<file path="config.mk">
export PLATFORM = sky130hd
export DESIGN_NAME = button_press_classifier
export DESIGN_NICKNAME = d
export VERILOG_FILES = /design/src/rtl/bpc_pkg.sv /design/src/rtl/bpc_serial_mod.sv /design/src/rtl/button_press_classifier.sv
export SDC_FILE = /design/constraint.sdc
export NUM_CORES = 1
export LEC_CHECK = 0
export BUFFER_PORTS_ARGS = -buffer_cell sky130_fd_sc_hd__buf_2
export CAP_MARGIN = 10
export CORE_MARGIN = 1.5
export CORE_UTILIZATION = 50
export CTS_CLUSTER_DIAMETER = 100
export CTS_CLUSTER_SIZE = 28
export DETAILED_ROUTE_END_ITERATION = 12
export GPL_TIMING_DRIVEN = 0
export PLACE_DENSITY = 0.67
export SLEW_MARGIN = 30
export SYNTH_ARGS = -nofsm -noshare
export SYNTH_HDL_FRONTEND = slang
export SYNTH_HIERARCHICAL = 1
export SYNTH_SLANG_ARGS = --single-unit
</file>
<file path="constraint.sdc">
create_clock -name clk -period 6.4 [get_ports clk]
set_input_delay 0.32 -clock clk [delete_from_list [all_inputs] [get_ports clk]]
set_output_delay 0.32 -clock clk [all_outputs]
set_load 0.02 [all_outputs]
</file>
<file path="src/rtl/bpc_pkg.sv">
// Shared types and constants of the button press classifier.
// No dependencies; imported by every module of the block.
package bpc_pkg;

  localparam int NUM_BUTTONS = 3;
  localparam int BTN_BITS    = 2;
  localparam int CFG_BITS    = 16;

  // Event bits of one button
  localparam logic [3:0] EV_NONE   = 4'b0000;
  localparam logic [3:0] EV_DOWN   = 4'b0001;
  localparam logic [3:0] EV_REPEAT = 4'b0010;
  localparam logic [3:0] EV_SHORT  = 4'b0100;
  localparam logic [3:0] EV_LONG   = 4'b1000;

  // Register reset values
  localparam logic [CFG_BITS-1:0] LONG_PRESS_RESET = 16'd25;
  localparam logic [CFG_BITS-1:0] REPEAT_RESET     = 16'd5;

  // Button indexes
  localparam logic [BTN_BITS-1:0] BTN_MODE  = 2'd0;
  localparam logic [BTN_BITS-1:0] BTN_MINUS = 2'd2;

  typedef enum logic [0:0] {
    REG_LONG_PRESS = 1'b0,
    REG_REPEAT     = 1'b1
  } bpc_reg_t;

  typedef enum logic [2:0] {
    ST_IDLE,
    ST_LOAD,
    ST_DIV,
    ST_EVAL,
    ST_DONE
  } bpc_state_t;

  typedef struct packed {
    logic mode_pressed;
    logic plus_pressed;
    logic minus_pressed;
  } bpc_sample_t;

  typedef struct packed {
    logic [3:0] mode_events;
    logic [3:0] plus_events;
    logic [3:0] minus_events;
    logic       all_released;
  } bpc_result_t;

  // Status of the serial remainder unit
  typedef struct packed {
    logic done;
    logic rem_zero;
  } bpc_mod_stat_t;

endpackage

</file>
<file path="src/rtl/bpc_serial_mod.sv">
// Bit-serial restoring remainder: one dividend bit per cycle.
// Depends on bpc_pkg.
module bpc_serial_mod
  import bpc_pkg::*;
#(
  parameter int TICK_BITS = 16
) (
  input  logic                 clk,
  input  logic                 rst,
  input  logic                 start,
  input  logic [TICK_BITS-1:0] dividend,
  input  logic [CFG_BITS-1:0]  divisor,
  output bpc_mod_stat_t        stat
);

  localparam int CNT_BITS = $clog2(TICK_BITS);

  logic [TICK_BITS-1:0] dvd;
  logic [CFG_BITS-1:0]  dsr;
  logic [CFG_BITS-1:0]  rem;
  logic [CNT_BITS-1:0]  cnt;
  logic                 busy;
  logic                 done;
  logic [CFG_BITS:0]    trial;
  logic [CFG_BITS:0]    trial_sub;

  // Shift in the next dividend bit and try the subtraction
  always_comb begin
    trial     = {rem, dvd[TICK_BITS-1]};
    trial_sub = trial - {1'b0, dsr};
  end

  // Control: stay busy until every dividend bit has been shifted in
  always_ff @(posedge clk) begin
    if (rst) begin
      busy <= 1'b0;
      done <= 1'b0;
    end else begin
      done <= busy && (cnt == '0);
      if (start) begin
        busy <= 1'b1;
      end else if (busy && (cnt == '0)) begin
        busy <= 1'b0;
      end
    end
  end

  // Datapath: dividend shifter, remainder and bit counter
  always_ff @(posedge clk) begin
    if (start) begin
      dvd <= dividend;
      dsr <= divisor;
      rem <= '0;
      cnt <= CNT_BITS'(TICK_BITS - 1);
    end else if (busy) begin
      dvd <= dvd << 1;
      cnt <= cnt - 1'b1;
      if (trial >= {1'b0, dsr}) begin
        rem <= trial_sub[CFG_BITS-1:0];
      end else begin
        rem <= trial[CFG_BITS-1:0];
      end
    end
  end

  assign stat.done     = done;
  assign stat.rem_zero = (rem == '0);

endmodule

</file>
<file path="src/rtl/button_press_classifier.sv">
// Top level of the button press classifier: tick counter, per-button state,
// sequencer and result register. Depends on bpc_pkg and bpc_serial_mod.
//
//  channel   | signals                           | direction
//  ----------+-----------------------------------+----------
//  sample    | sample_valid, sample_stall, sample| in
//  result    | result_valid, result_stall, result| out
//  cfg       | cfg_valid, cfg_ready, cfg_index,  | in
//            | cfg_data                          |
//
// A tick transfer starts three passes, one per button, each made of load, a division
// in the shared bit-serial remainder unit until it reports done, and evaluate.
// The result loads after the last pass, and the next tick can be taken once the
// sequencer is back in idle. The sample side stalls from transfer to result load,
// and longer while the previous result is still stalled. Reset (synchronous)
// clears the tick counter, the held flags and the registers to their defaults.
module button_press_classifier
  import bpc_pkg::*;
#(
  parameter int TICK_BITS = 16
) (
  input  logic                clk,
  input  logic                rst,
  input  logic                sample_valid,
  output logic                sample_stall,
  input  bpc_sample_t         sample,
  output logic                result_valid,
  input  logic                result_stall,
  output bpc_result_t         result,
  input  logic                cfg_valid,
  output logic                cfg_ready,
  input  bpc_reg_t            cfg_index,
  input  logic [CFG_BITS-1:0] cfg_data
);

  localparam int CW = (TICK_BITS > CFG_BITS) ? TICK_BITS : CFG_BITS;

  bpc_state_t state, state_next;

  logic [CFG_BITS-1:0]  long_thresh;
  logic [CFG_BITS-1:0]  repeat_gap;
  logic [TICK_BITS-1:0] tick_count;
  logic [TICK_BITS-1:0] press_start [NUM_BUTTONS];
  logic [NUM_BUTTONS-1:0] held;
  logic [NUM_BUTTONS-1:0] pressed;
  logic [3:0]           events [NUM_BUTTONS];
  logic [BTN_BITS-1:0]  btn;
  logic [CW-1:0]        elapsed;

  logic                 accept;
  logic                 mod_start;
  logic                 load_result;
  logic [TICK_BITS-1:0] elapsed_next;
  logic [CW-1:0]        elapsed_wide;
  logic [CW-1:0]        lp_wide;
  logic [CW-1:0]        excess;
  logic [3:0]           ev_next;
  bpc_mod_stat_t        mod_stat;

  // Configuration registers
  assign cfg_ready = 1'b1;

  always_ff @(posedge clk) begin
    if (rst) begin
      long_thresh <= LONG_PRESS_RESET;
      repeat_gap  <= REPEAT_RESET;
    end else if (cfg_valid && cfg_ready) begin
      unique case (cfg_index)
        REG_LONG_PRESS: long_thresh <= cfg_data;
        REG_REPEAT:     repeat_gap  <= cfg_data;
      endcase
    end
  end

  // Next state
  always_comb begin
    state_next = state;
    unique case (state)
      ST_IDLE: if (sample_valid) state_next = ST_LOAD;
      ST_LOAD: state_next = ST_DIV;
      ST_DIV:  if (mod_stat.done) state_next = ST_EVAL;
      ST_EVAL: state_next = (btn == BTN_MINUS) ? ST_DONE : ST_LOAD;
      ST_DONE: if (!result_valid || !result_stall) state_next = ST_IDLE;
      default: state_next = ST_IDLE;
    endcase
  end

  // State outputs
  always_comb begin
    sample_stall = (state != ST_IDLE);
    mod_start    = (state == ST_LOAD);
    load_result  = (state == ST_DONE) && (!result_valid || !result_stall);
  end

  assign accept = sample_valid && !sample_stall;

  always_ff @(posedge clk) begin
    if (rst) begin
      state <= ST_IDLE;
    end else begin
      state <= state_next;
    end
  end

  // Elapsed time of the current button and excess over the long threshold
  always_comb begin
    elapsed_next = tick_count - press_start[btn];
    elapsed_wide = CW'(elapsed_next);
    lp_wide      = CW'(long_thresh);
    excess       = elapsed_wide - lp_wide;
  end

  bpc_serial_mod #(
    .TICK_BITS (TICK_BITS)
  ) u_mod (
    .clk      (clk),
    .rst      (rst),
    .start    (mod_start),
    .dividend (excess[TICK_BITS-1:0]),
    .divisor  (repeat_gap),
    .stat     (mod_stat)
  );

  // Classify the current button
  always_comb begin
    ev_next = EV_NONE;
    if (pressed[btn]) begin
      if (!held[btn]) begin
        ev_next = EV_DOWN;
      end else if (elapsed == lp_wide) begin
        ev_next = EV_LONG | EV_REPEAT;
      end else if ((elapsed > lp_wide) && (repeat_gap != '0) && mod_stat.rem_zero) begin
        ev_next = EV_REPEAT;
      end
    end else if (held[btn] && (elapsed < lp_wide)) begin
      ev_next = EV_SHORT;
    end
  end

  // Tick counter, held flags and button index
  always_ff @(posedge clk) begin
    if (rst) begin
      tick_count <= '0;
      held       <= '0;
      btn        <= BTN_MODE;
    end else begin
      if (accept) begin
        tick_count <= tick_count + 1'b1;
        btn        <= BTN_MODE;
      end
      if (state == ST_EVAL) begin
        held[btn] <= pressed[btn];
        btn       <= btn + 1'b1;
      end
    end
  end

  // Per-tick payload: sampled levels, elapsed time, events, press start
  always_ff @(posedge clk) begin
    if (accept) begin
      pressed <= {sample.minus_pressed, sample.plus_pressed, sample.mode_pressed};
    end
    if (state == ST_LOAD) begin
      elapsed <= elapsed_wide;
    end
    if (state == ST_EVAL) begin
      events[btn] <= ev_next;
      if (pressed[btn] && !held[btn]) begin
        press_start[btn] <= tick_count;
      end
    end
  end

  // Result register
  always_ff @(posedge clk) begin
    if (rst) begin
      result_valid <= 1'b0;
    end else if (load_result) begin
      result_valid <= 1'b1;
    end else if (!result_stall) begin
      result_valid <= 1'b0;
    end
  end

  always_ff @(posedge clk) begin
    if (load_result) begin
      result.mode_events  <= events[0];
      result.plus_events  <= events[1];
      result.minus_events <= events[2];
      result.all_released <= ~|held;
    end
  end

endmodule

</file>
**After elaboration in Yosys (flattened, before gate mapping)**

Memories as Yosys holds them, arrays and structs flattened. A register that Yosys moved wholly into a read port is not among the register bits.
Cells that the tools add are included.
W data, S select, Z words.

- Bits in registers: 131
- Word-level logic and storage cells: 99
- Memories: 2
- Memory bits (writable): 60
- Output and inout bits: 16
- Input bits: 25

Memory list:

| name | words | bits a word | rd ports | clocked after Yosys merged registers in | wr ports | line | source |
|---|---|---|---|---|---|---|---|
| press_start | 3 | 16 | 1 | 1 | 1 | button_press_classifier.sv:43 | `logic [TICK_BITS-1:0] press_start [NUM_BUTTONS];` |
| events | 3 | 4 | 3 | 3 | 1 | button_press_classifier.sv:46 | `logic [3:0] events [NUM_BUTTONS];` |

- Reduce and logical (&&, ||, !) cells: 26
- Magnitude comparators: 5
- Bitwise operators: 1
- Add/subtract/negate cells: 6
- Muxes and demuxes: 33
- Equal/unequal tests: 10

Operators with widths:

| cell | number |
|---|---|
| $mux W16 | 3 |
| $sub A16 B16 Y16 | 3 |
| $ge A17 B16 Y1 | 1 |
| $add A16 B1 Y16 const B | 1 |
| $eq A16 B16 Y1 | 1 |
| $gt A16 B16 Y1 | 1 |
| $logic_not A16 Y1 | 1 |
| $lt A16 B16 Y1 | 1 |
| $reduce_bool A16 Y1 | 1 |
| $mux W3 | 5 |
| $pmux W3 S5 | 1 |
| $mux W1 | 12 |
| $mux W4 | 3 |
| $mux W2 | 5 |
| $logic_and A1 B1 Y1 | 8 |
| $eq A3 B2 Y1 const B | 2 |
| $reduce_bool A2 Y1 | 3 |
| $logic_not A1 Y1 | 5 |
| $bmux W1 S2 | 2 |
| $logic_not A4 Y1 | 1 |
| $ne A2 B1 Y1 const B | 2 |
| $ne A2 B2 Y1 const B | 2 |
| $reduce_and A2 Y1 | 2 |
| $sub A4 B1 Y4 const B | 1 |
| 14 further kinds | 14 |

**Longest topological paths before layout**

Gate-level depths: netlist of the first run.

- Depth in word-level cells: 7
- Mapped depth: 22
- Depth with buffers taken out: 20

**Hierarchy**

The synthesis of the first run kept the hierarchy.

Modules (own cells, without submodules):

| module | instances | seq. area each (um^2) | area an instance (um^2) | cells each |
|---|---|---|---|---|
| button_press_classifier | 1 | 3943.8 | 7244.4 | 672 |
| bpc_serial_mod | 1 | 1401.3 | 3145.5 | 305 |

**Worst setup path before layout of the first run**

No wires, ideal clock.

- Path type: flip-flop to flip-flop
- Start point: register with a tool-made name
- End point: register u_mod.dvd[15], data pin
- Setup time: 0.260 ns
- Period minus slack after synthesis: 5.119 ns
- Cell stages (with the launch flop): 23
- Arrival: 4.859 ns
- Path buffers: 2
- Slack: 1.281 ns
- Cells stage by stage: dfxtp_1 -> clkbuf_1 -> clkbuf_1 -> mux2i_1 -> o21ai_0 -> ha_1 -> inv_1 -> fa_1 -> a21o_1 -> a21oi_1 -> o211ai_1 -> a41oi_1 -> o21bai_1 -> a21oi_1 -> xnor2_1 -> ha_1 -> a21o_1 -> a221o_1 -> a21oi_1 -> o21ai_0 -> xnor2_1 -> xnor3_1 -> mux2_2

RTL lines:

| item | line | source |
|---|---|---|
| end signal: assignment | bpc_serial_mod.sv:51 | `dvd <= dividend;` |
| end signal: assignment | bpc_serial_mod.sv:56 | `dvd <= dvd << 1;` |
| end: declaration | bpc_serial_mod.sv:18 | `logic [TICK_BITS-1:0] dvd;` |

==> summary.md, run 1 <==
| Metric | Value |
|---|---|
| Setup Buffers After CTS | `0` |
| Congestion Overflow GR | `0` |
| Maximum vdd drop | `0.226 mV` |
| Rel. slew slack | `37.4%` |
| Storage element area | `0.00535 mm²` |
| Main flop type after synthesis | `edfxtp_1` |
| Max Slew Vio Count | `0` |
| Hold Fails Final Rpt | `0` |
| Die H | `147 µm` |
| Number of max-cap violations | `0` |
| Final period util | `89.3%` |
| Non-Filler Instances | `1306` |
| Fill cell count | `1795` |
| Layout area overhead | `8.49%` |
| Pwr/cell area | `291 mW/mm²` |
| Total Wirelength | `21400 µm` |
| Total GRT Usage | `20.1%` |
| Mapped Area | `0.0104 mm²` |
| Clock Sinks | `205` |
| Fraction of registers with async set/reset | `0%` |
| Clk Latency, worst-skew pair | `0.46 ns` |
| Initial antenna violation count | `0` |
| Global-route wire length before repair | `35000 µm` |
| Die width | `147 µm` |
| Crit path capture type | `flop` |
| Clock buffer depth | `3` |
| Max Fanout on Critical Path | `10` |
| Routed len/inst | `16.4 µm` |
| Net Count, Synth | `1074` |
| Flops & latches, synth | `205` |
| Sequential area share after synthesis | `51.4%` |
| Post-route setup TNS | `0 ns` |
| Worst Path Buf+Inv | `2` |
| Die ar. | `0.0217 mm²` |
| Largest net degree at the start of global routing | `30` |
| Kind of critical path | `reg2reg` |
| Hold Buf Count CTS | `0` |
| CP Depth | `21` |
| First-pass DRT Iterations | `6` |
| RSZ-0062 raised after global routing | `no` |
| Worst stage delay on the critical path | `0.63 ns` |
| CP delay by family, top | `compound AO/OA/AOI/OAI gates` |
| Placed Cells | `1289` |
| Final core utilization | `55.5%` |
| Layout Skew | `0.0205 ns` |
| CTS Buf Count | `11` |
| F_max | `175 MHz` |
| Critical Path Source Type | `flop` |
| YS warnings | `6` |
| Design Area, Final | `0.0113 mm²` |
| Critical path cell sequence | `clkbuf_2 > mux2i_1 > o21ai_0 > ha_1 > inv_1 > fa_1 > a21o_1 > a21oi_1 > o211ai_1 > a41oi_1 > o21bai_1 > a21oi_1 > xnor2_1 > ha_1 > a21o_1 > a221o_1 > a21oi_1 > o21ai_0 > xnor2_1 > xnor3_1 > mux2_2` |
| Core area | `0.0203 mm²` |
| Vias | `7125` |
| CP most frequent cell | `a21oi_1` |
| Tightest Hold Check Type | `in2reg` |
| Vias in the first global route | `6912` |
| Post-synth EDFFs | `124` |
| R2R depth | `21` |
| Post-DR vias/cell | `5.46` |
| Netlist cell types | `77` |
| Root buffer cell | `clkbuf_16` |
| Hold Path Stages | `1` |
| Min Tclk post-route | `5.72 ns` |
| DPL Wire Length | `16400 µm` |
| Worst-Margin Slew | `0.939 ns` |
| Clock tree from TritonCTS | `done` |
| H-tree levels | `1` |
| Mapped Avg Cell Area | `10.6 µm²` |
| Static leakage | `4.28 nW` |
| Starting density of the core | `51.2%` |
| CP arrival | `5.94 ns` |
| DR DRC count | `0` |
| Worst path required time | `6.62 ns` |
| Resized cells post-CTS | `0` |
| Final net count | `1128` |
| Num rows | `52` |
| Share of layout cells above drive strength 1 | `10.7%` |
| Slowest stage cell, crit path | `dfxtp_1` |
| Status | `finished clean` |
| Clk pin slew, worst setup/hold paths | `0.10 ns` |
| Post-DRT Antenna Nets | `0` |
| First-iteration detailed-routing DRC count | `434` |
| Critical hold path startpoint | `sample[0]` |
| IO Count | `41` |
| Post-Synthesis Cells | `977` |
| IO buf count | `39` |
| Final setup violating endpoints | `0` |
| Final Wtd Congestion | `0.862` |
| Dpl cell area | `0.0110 mm²` |
| Footprint of the multi-input gates | `0.00467 mm²` |
[routing by layer]
layer / global-route usage, % / up-vias / wire length (µm)
met1: 27.0 / 3328 / 9770
met3: 1.89 / 29 / 647
met5: 0 / - / 0
li1: - / 3644 / -
met2: 34.8 / 124 / 10400
met4: 5.70 / 0 / 542
[power by group]
part           switching [W]  internal (W)  total (W)
combinational       0.000558      0.000392   0.000950
sequential         0.0000884       0.00150    0.00159
clock               0.000406      0.000327   0.000732
total                0.00105       0.00222    0.00327
[registers in the layout, indices dropped and copies added, names as in the netlist, named ones only]
register      count
press_start      48
elapsed          16
long_thresh      16
repeat_gap       16
tick_count       16
u_mod/dsr        16
u_mod/dvd        16
u_mod/rem        16
result           13
events           12
u_mod/cnt         4
held              3
pressed           3
state             3
btn               2
result_valid      1
u_mod/busy        1
u_mod/done        1
[worst reg2reg max path: stages (launching register included)]
cell and delay (ns):
dfxtp_1 0.63, clkbuf_2 0.42, mux2i_1 0.13, o21ai_0 0.17, ha_1 0.19, inv_1 0.05, fa_1 0.39, a21o_1 0.17
a21oi_1 0.30, o211ai_1 0.17, a41oi_1 0.39, o21bai_1 0.10, a21oi_1 0.18, xnor2_1 0.20, ha_1 0.37, a21o_1 0.21
a221o_1 0.33, a21oi_1 0.14, o21ai_0 0.11, xnor2_1 0.21, xnor3_1 0.30, mux2_2 0.30
[path summary, 6_finish.rpt]
path                                 endpoint  slack, ns
worst min-delay path               pressed[2]       0.03
worst min register to register      result[1]       0.43
worst max register to register  u_mod/dvd[15]       0.68
worst max-delay path            u_mod/dvd[15]       0.68
[stage by stage]
stage / power (W) / setup WS, ns / hold slack [ns]
floorplan: 0.00233 / 1.28 / 0.392
global placement: 0.00255 / 0.221 / 0.402
detailed placement: 0.00256 / 0.162 / 0.405
CTS: 0.00330 / 0.133 / 0.0190
global route: 0.00347 / 0.167 / 0.00395
finish: 0.00327 / 0.683 / 0.0286
[layout make-up]
cell class	instances	share of cell area, %
Sequential cell	205	47.4
Multi-Input combinational cell	678	41.4
Tap cell	270	3.00
Clock buffer	14	2.54
Timing Repair Buffer	42	1.93
Inverter	57	1.90
Buffer	36	1.52
Clock inverter	3	0.255
Antenna cell	1	0.0222
[logic make-up after synthesis]
family,count (synthesis),share of synthesized area (%)
AOI/OAI and AO/OA,217,13.6
buffers and inverters,94,3.73
DFF,205,51.4
adders and majority gates,72,8.89
and+or+nand+nor,299,14.1
other,1,0.0361
xor gates and xnor gates,55,4.77
muxes,34,3.46
[cells in the mapped netlist, types with 6 or more instances]
cell type | count | area, µm²
nand3_1 | 18 | 90.1
nand4_1 | 17 | 106
o211ai_1 | 8 | 60.1
o21ai_0 | 29 | 145
xnor2_1 | 33 | 289
nor4_1 | 8 | 50.1
ha_1 | 69 | 863
buf_2 | 7 | 35.0
and2_1 | 7 | 43.8
a21oi_1 | 88 | 440
nand2b_1 | 12 | 75.1
dfxtp_1 | 81 | 1620
clkbuf_1 | 21 | 78.8
inv_1 | 57 | 214
a211oi_1 | 6 | 45.0
o21ai_1 | 8 | 40.0
a21o_1 | 21 | 158
edfxtp_1 | 124 | 3720
nor3_1 | 16 | 80.1
nor2_1 | 80 | 300
mux2_2 | 15 | 169
xor2_1 | 21 | 184
mux2i_1 | 19 | 190
a311oi_1 | 10 | 87.6
nand2_1 | 98 | 368
and3_1 | 11 | 68.8
[placed cells by master, fill, tap and decap left out, types with 16 or more instances in the layout]
cell type,Yosys,final
edfxtp_1,124,124
nand2_1,98,98
buf_2,7,46
xor2_1,21,21
nand4_1,17,17
clkbuf_1,21,22
dfxtp_1,81,81
a21oi_1,88,87
xnor2_1,33,33
mux2i_1,19,19
o21ai_0,29,29
inv_1,57,57
nor2_1,80,79
nand3_1,18,18
nor3_1,16,16
a21o_1,21,21
ha_1,69,69
Power figures use the tool's default switching activity.
==> run 2: changes to the inputs <==
Settings changed: HOLD_SLACK_MARGIN from default to 0.06, MAX_ROUTING_LAYER from default to met4.
==> summary.md, run 2 (synthesis results as in run 1) <==
| Metric | Value |
|---|---|
| CP Depth | `21 (unchanged)` |
| Fill cell count | `1794 (-0.056%)` |
| Combinational Power Share | `29.0% (about the same)` |
| Critical Path Source Type | `flop` |
| Congestion Overflow GR | `0 (unchanged)` |
| Slowest stage cell, crit path | `dfxtp_1` |
| Worst Path Buf+Inv | `2 (unchanged)` |
| Crit path capture type | `flop` |
| Clk pin slew, worst setup/hold paths | `0.11 ns (about the same)` |
| Routed len/inst | `16.4 µm (about the same)` |
| Pwr/cell area | `290 mW/mm² (-0.29%)` |
| Pwr Total | `0.00328 W (about the same)` |
| Clock buffer depth | `3 (unchanged)` |
| H-tree levels | `1 (unchanged)` |
| Final net count | `1132 (+0.35%)` |
| Post-DR vias/cell | `5.44 (-0.30%)` |
| Largest net degree at the start of global routing | `30 (unchanged)` |
| R2R depth | `21 (unchanged)` |
| Pre-CTS WS | `0.162 ns (unchanged)` |
| IO buf count | `39 (unchanged)` |
| First-iteration detailed-routing DRC count | `383 (-12%)` |
| Die H | `147 µm (unchanged)` |
| Starting density of the core | `51.2% (unchanged)` |
| Largest register FFs | `48 (unchanged)` |
| Static leakage | `4.30 nW (+0.39%)` |
| Final setup violating endpoints | `0 (unchanged)` |
| CP delay by family, top | `compound AO/OA/AOI/OAI gates` |
| Share of layout cells above drive strength 1 | `10.7% (-0.041 points)` |
| Critical hold path startpoint | `cfg_data[13]` |
| Global Route met2 Usage | `34.8% (+0.070 points)` |
| Total GRT Usage | `20.8% (+0.65 points)` |
| Maximum vdd drop | `0.226 mV (about the same)` |
| RSZ-0062 raised after global routing | `no` |
| F_max | `175 MHz (+0.15%)` |
| Crit path capture | `u_mod/dvd[15]` |
| Rel. slew slack | `38.6% (+1.2 points)` |
| Met3 Usage GRT | `1.96% (+0.062 points)` |
| Number of max-cap violations | `0 (unchanged)` |
| Initial antenna violation count | `0 (unchanged)` |
| Met1 Resource Use GR | `27.0% (unchanged)` |
| Footprint of the multi-input gates | `0.00467 mm² (unchanged)` |
| Die width | `147 µm (unchanged)` |
| Seq pwr share | `48.6% (about the same)` |
| Layout Skew | `0.0223 ns (+0.00185 ns)` |
| Worst-Margin Slew | `0.922 ns (-0.0177 ns)` |
| Worst path required time | `6.62 ns (about the same)` |
| Critical path cell sequence | `clkbuf_2 > mux2i_1 > o21ai_0 > ha_1 > inv_1 > fa_1 > a21o_1 > a21oi_1 > o211ai_1 > a41oi_1 > o21bai_1 > a21oi_1 > xnor2_1 > ha_1 > a21o_1 > a221o_1 > a21oi_1 > o21ai_0 > xnor2_1 > xnor3_1 > mux2_2` |
| Status | `finished clean` |
| Die ar. | `0.0217 mm² (unchanged)` |
| Switching Fraction | `32.1% (about the same)` |
| DR DRC count | `0 (unchanged)` |
| Global-route wire length before repair | `35100 µm (+0.27%)` |
| Min Tclk post-route | `5.71 ns (-0.00833 ns)` |
| Vias | `7120 (-0.070%)` |
| Tightest Hold Check Type | `in2reg` |
| Clk Latency, worst-skew pair | `0.46 ns (about the same)` |
| First-pass DRT Iterations | `5 (-1)` |
| CP arrival | `5.93 ns (about the same)` |
| Largest Register | `press_start` |
| Top Usage Layer GRT | `met2` |
| CP most frequent cell | `a21oi_1` |
| Layout area overhead | `8.85%` |
| Core area | `0.0203 mm² (unchanged)` |
| Total Wirelength | `21400 µm (+0.22%)` |
| Worst stage delay on the critical path | `0.64 ns (about the same)` |
| Reg-to-Reg End | `u_mod/dvd[15]` |
| Storage element area | `0.00535 mm² (unchanged)` |
| Most common cell after layout, fill and taps aside | `edfxtp_1` |
| Setup slack after layout | `0.691 ns (+0.00833 ns)` |
| Max Fanout on Critical Path | `10 (unchanged)` |
| Int Power | `0.00222 W (about the same)` |
| Reg2reg setup slack | `0.69 ns (about the same)` |
| Final Wtd Congestion | `0.876 (+1.6%)` |
| Post-DRT Antenna Nets | `0 (unchanged)` |
| DPL Wire Length | `16400 µm (unchanged)` |
| Clock share of power | `22.4% (about the same)` |
| Post-route setup TNS | `0 ns (unchanged)` |
| CTS Buf Count | `11 (unchanged)` |
| Most frequent cells in the layout | `124 x edfxtp_1, 98 x nand2_1, 87 x a21oi_1, 81 x dfxtp_1, 79 x nor2_1` |
| Clock tree from TritonCTS | `done` |
| Kind of critical path | `reg2reg` |
| Clock Sinks | `205 (unchanged)` |
| Root buffer cell | `clkbuf_16` |
| Switching power | `0.00105 W (about the same)` |
| Vias in the first global route | `6944 (+0.46%)` |
| Final period util | `89.2% (-0.13 points)` |
| Hold Fails Final Rpt | `0 (unchanged)` |
| Max Slew Vio Count | `0 (unchanged)` |
| Ant. Diodes | `0 (-1)` |
| Num rows | `52 (unchanged)` |
| IO Count | `41 (unchanged)` |
## run 2: layout make-up
cell class | instances | share of cell area (%)
clock inverter | 3 | 0.254
clock buffer | 14 | 2.53
inverter | 57 | 1.89
multi-input combinational | 678 | 41.3
timing repair buffer | 46 | 2.28
tap | 270 | 2.99
sequential | 205 | 47.3
buffer | 36 | 1.52
## run 2: layer usage
metal	up-vias	wire, µm
met1	3326	9870
met3	33	567
met2	116	10400
li1	3645	-
met5	-	0
met4	0	529
## run 2: worst min path at each step
stage | to | slack (ns) | depth (start not counted)
detailed placement | result[2] | 0.41 | 0
floorplan | u_mod/busy | 0.39 | 1
CTS | repeat_gap[13] | 0.08 | 3
finish | repeat_gap[13] | 0.09 | 3
global placement | result[3] | 0.40 | 0
global route | long_thresh[3] | 0.07 | 2
## run 2: power groups by stage
stage / registers, W / logic [W] / clock network [W]
3_5_place_dp: 0.00162 / 0.000942 / 0
5_1_grt: 0.00160 / 0.00107 / 0.000800
6_report: 0.00159 / 0.000952 / 0.000732
2_1_floorplan: 0.00159 / 0.000737 / 0
4_1_cts: 0.00159 / 0.000952 / 0.000756
3_3_place_gp: 0.00162 / 0.000930 / 0
## run 2: per-stage QoR
step / instances / hold WS (ns) / instance area [µm²] / utilization (%)
after CTS: 1310 / 0.0810 / 11300 / 55.7
after global placement: 1286 / 0.402 / 10900 / 53.8
after detailed placement: 1289 / 0.405 / 11000 / 54.0
after global routing: 1309 / 0.0735 / 11300 / 55.7
after floorplan: 977 / 0.392 / 10400 / -
final: 1309 / 0.0945 / 11300 / 55.7
## run 2: worst reg2reg max path: stages, from the launching register on
cell,delay [ns]
dfxtp_1,0.64
clkbuf_2,0.42
mux2i_1,0.13
o21ai_0,0.17
ha_1,0.19
inv_1,0.05
fa_1,0.39
a21o_1,0.17
a21oi_1,0.30
o211ai_1,0.17
a41oi_1,0.39
o21bai_1,0.10
a21oi_1,0.18
xnor2_1,0.19
ha_1,0.37
a21o_1,0.21
a221o_1,0.33
a21oi_1,0.14
o21ai_0,0.11
xnor2_1,0.21
xnor3_1,0.30
mux2_2,0.30
## run 2: timing repair
item,in CTS,in global routing
endpoints found under the hold margin,4,0
endpoints found under the setup margin,0,1
gates resized for setup,0,2
buffers inserted,0,0
hold buffers,4,0
==> run 3: changes to the inputs <==
Settings changed: PLACE_DENSITY 0.67 to 0.74.
==> summary.md, run 3 (synthesis results as in run 1) <==
| Metric | Value |
|---|---|
| Resized cells post-CTS | `0 (unchanged)` |
| Layout Skew | `0.0159 ns (-0.00641 ns)` |
| Number of max-cap violations | `0 (unchanged)` |
| IO buf count | `39 (unchanged)` |
| Hold Fails Final Rpt | `0 (unchanged)` |
| Tightest Hold Check Type | `in2reg` |
| Reg-to-Reg End | `u_mod/dvd[15]` |
| Most common cell after layout, fill and taps aside | `edfxtp_1` |
| First-pass DRT Iterations | `5 (unchanged)` |
| Die ar. | `0.0217 mm² (unchanged)` |
| Root buffer cell | `clkbuf_16` |
| Post-DRT Antenna Nets | `0 (unchanged)` |
| Die H | `147 µm (unchanged)` |
| Final period util | `94.0% (+4.8 points)` |
| Setup Buffers After CTS | `0 (unchanged)` |
| Critical Path Source Type | `flop` |
| Most frequent cells in the layout | `124 x edfxtp_1, 98 x nand2_1, 87 x a21oi_1, 81 x dfxtp_1, 79 x nor2_1` |
| Pre-CTS WS | `0.426 ns (+0.264 ns)` |
| Slowest stage cell, crit path | `clkbuf_1` |
| Core area | `0.0203 mm² (unchanged)` |
| Total Wirelength | `21200 µm (-1.0%)` |
| Post-DR vias/cell | `5.51 (+1.3%)` |
| Layout area overhead | `8.77% (about the same)` |
| Clk Latency, worst-skew pair | `0.46 ns (about the same)` |
| Critical path cell sequence | `clkbuf_1 > clkbuf_1 > mux2i_1 > o21ai_0 > ha_1 > inv_1 > fa_1 > a21o_1 > a21oi_1 > o211ai_1 > a41oi_1 > o21bai_1 > a21oi_1 > xnor2_1 > ha_1 > a21o_1 > a221o_1 > a21oi_1 > o21ai_0 > xnor2_1 > xnor3_1 > mux2_2` |
| Kind of critical path | `reg2reg` |
| Pwr Total | `0.00328 W (+0.20%)` |
| Worst-Margin Slew | `0.863 ns (-0.0584 ns)` |
| DPL Wire Length | `16200 µm (-1.2%)` |
| Vias in the first global route | `7126 (+2.6%)` |
| DR DRC count | `0 (unchanged)` |
| Clock buffer depth | `3 (unchanged)` |
| Max Slew Vio Count | `0 (unchanged)` |
| Vias | `7213 (+1.3%)` |
| Min Tclk post-route | `6.02 ns (+0.309 ns)` |
| Global Route met2 Usage | `34.4% (-0.45 points)` |
| Fill cell count | `1749 (-2.5%)` |
| Setup slack after layout | `0.382 ns (-0.309 ns)` |
| Rel. slew slack | `42.4% (+3.9 points)` |
| Final Wtd Congestion | `0.890 (+1.6%)` |
| CP arrival | `6.24 ns (+0.31 ns)` |
| Top Usage Layer GRT | `met2` |
| Die width | `147 µm (unchanged)` |
| Num rows | `52 (unchanged)` |
| Congestion Overflow GR | `0 (unchanged)` |
| Static leakage | `4.29 nW (-0.24%)` |
| IO Count | `41 (unchanged)` |
| Global-route wire length before repair | `34900 µm (-0.53%)` |
| Ant. Diodes | `0 (unchanged)` |
| Routed len/inst | `16.2 µm (-1.0%)` |
| Pwr/cell area | `290 mW/mm² (+0.28%)` |
| F_max | `166 MHz (-5.1%)` |
| Clock Sinks | `205 (unchanged)` |
| Met3 Usage GRT | `1.77% (-0.19 points)` |
| Share of layout cells above drive strength 1 | `10.6% (-0.096 points)` |
| Met1 Resource Use GR | `26.4% (-0.59 points)` |
| Clk pin slew, worst setup/hold paths | `0.11 ns (about the same)` |
| Final core utilization | `55.7% (about the same)` |
| Total GRT Usage | `20.4% (-0.31 points)` |
| Final setup violating endpoints | `0 (unchanged)` |
| Worst path required time | `6.62 ns (about the same)` |
| Initial antenna violation count | `0 (unchanged)` |
| Maximum vdd drop | `0.203 mV (-10%)` |
| Status | `finished clean` |
| CTS Buf Count | `11 (unchanged)` |
| Worst Hold Path EP | `long_thresh[4]` |
| Largest net degree at the start of global routing | `30 (unchanged)` |
| RSZ-0062 raised after global routing | `no` |
| Reg2reg setup slack | `0.38 ns (-0.31 ns)` |
| Starting density of the core | `51.2% (unchanged)` |
| Largest register FFs | `48 (unchanged)` |
| H-tree levels | `1 (unchanged)` |
| R2R depth | `22 (+4.8%)` |
| Worst stage delay on the critical path | `0.64 ns (about the same)` |
| Clock tree from TritonCTS | `done` |
| Critical hold path startpoint | `cfg_data[4]` |
| Largest Register | `press_start` |
| Post-route setup TNS | `0 ns (unchanged)` |
| Final net count | `1132 (unchanged)` |
| Hold Path Stages | `2 (-1)` |
| Max Fanout on Critical Path | `10 (unchanged)` |
| First-iteration detailed-routing DRC count | `379 (-1.0%)` |
| Crit path capture type | `flop` |
| CP most frequent cell | `a21oi_1` |
run 3: routing by layer:
| metal | vias to the layer above | share of wire (%) | routed length, µm |
|---|---|---|---|
| li1 | 3641 | - | - |
| met1 | 3403 | 45 | 9470 |
| met2 | 128 | 49 | 10300 |
| met3 | 41 | 3.6 | 754 |
| met4 | 0 | 2.9 | 609 |
| met5 | - | 0 | 0 |
run 3: cell type report:
class                      count  area, µm²  area share, %
clock inverter                 2       23.8          0.210
buffer                        37        174           1.54
timing repair buffer          45        248           2.19
inverter                      57        214           1.89
multi-input combinational    678       4670           41.3
tap                          270        338           2.99
sequential                   205       5350           47.3
clock buffer                  15        290           2.57
run 3: where the power goes:
part / internal [W] / switching [W] / leakage [nW]
clock network: 0.000329 / 0.000407 / 0.148
registers: 0.00150 / 0.0000888 / 1.74
logic: 0.000393 / 0.000561 / 2.41
run 3: how the worst max path moves through the flow:
stage,from,end,slack (ns),cells after the start
after floorplan,flop,u_mod/dvd[15],1.28,22
after global placement,flop,u_mod/dvd[15],0.35,22
after detailed placement,flop,u_mod/dvd[15],0.43,22
after CTS,flop,u_mod/dvd[15],0.37,22
after global routing,flop,u_mod/dvd[15],0.006,22
final,flop,u_mod/dvd[15],0.38,22
run 3: worst max-delay path: cells and delay by family, from the launching register on:
| family | cells | cell delay, ns |
|---|---|---|
| AOI/OAI and AO/OA | 11 | 2.27 |
| muxes | 2 | 0.44 |
| xor gates and xnor gates | 3 | 0.69 |
| adders and majority gates | 3 | 0.95 |
| buffers and inverters | 3 | 1.13 |
| DFF | 1 | 0.32 |
run 3: what timing repair did:
| action | CTS | global route |
|---|---|---|
| hold buffers | 3 | 0 |
| hold endpoints to repair | 3 | 0 |
| setup endpoints to repair | 0 | 0 |
run 3: stage by stage:
stage / hold slack [ns] / instance area [µm²] / cells
2_1_floorplan: 0.392 / 10400 / 977
3_3_place_gp: 0.401 / 10900 / 1286
3_5_place_dp: 0.405 / 11000 / 1289
4_1_cts: 0.0716 / 11300 / 1309
5_1_grt: 0.0830 / 11300 / 1309
6_report: 0.0840 / 11300 / 1309
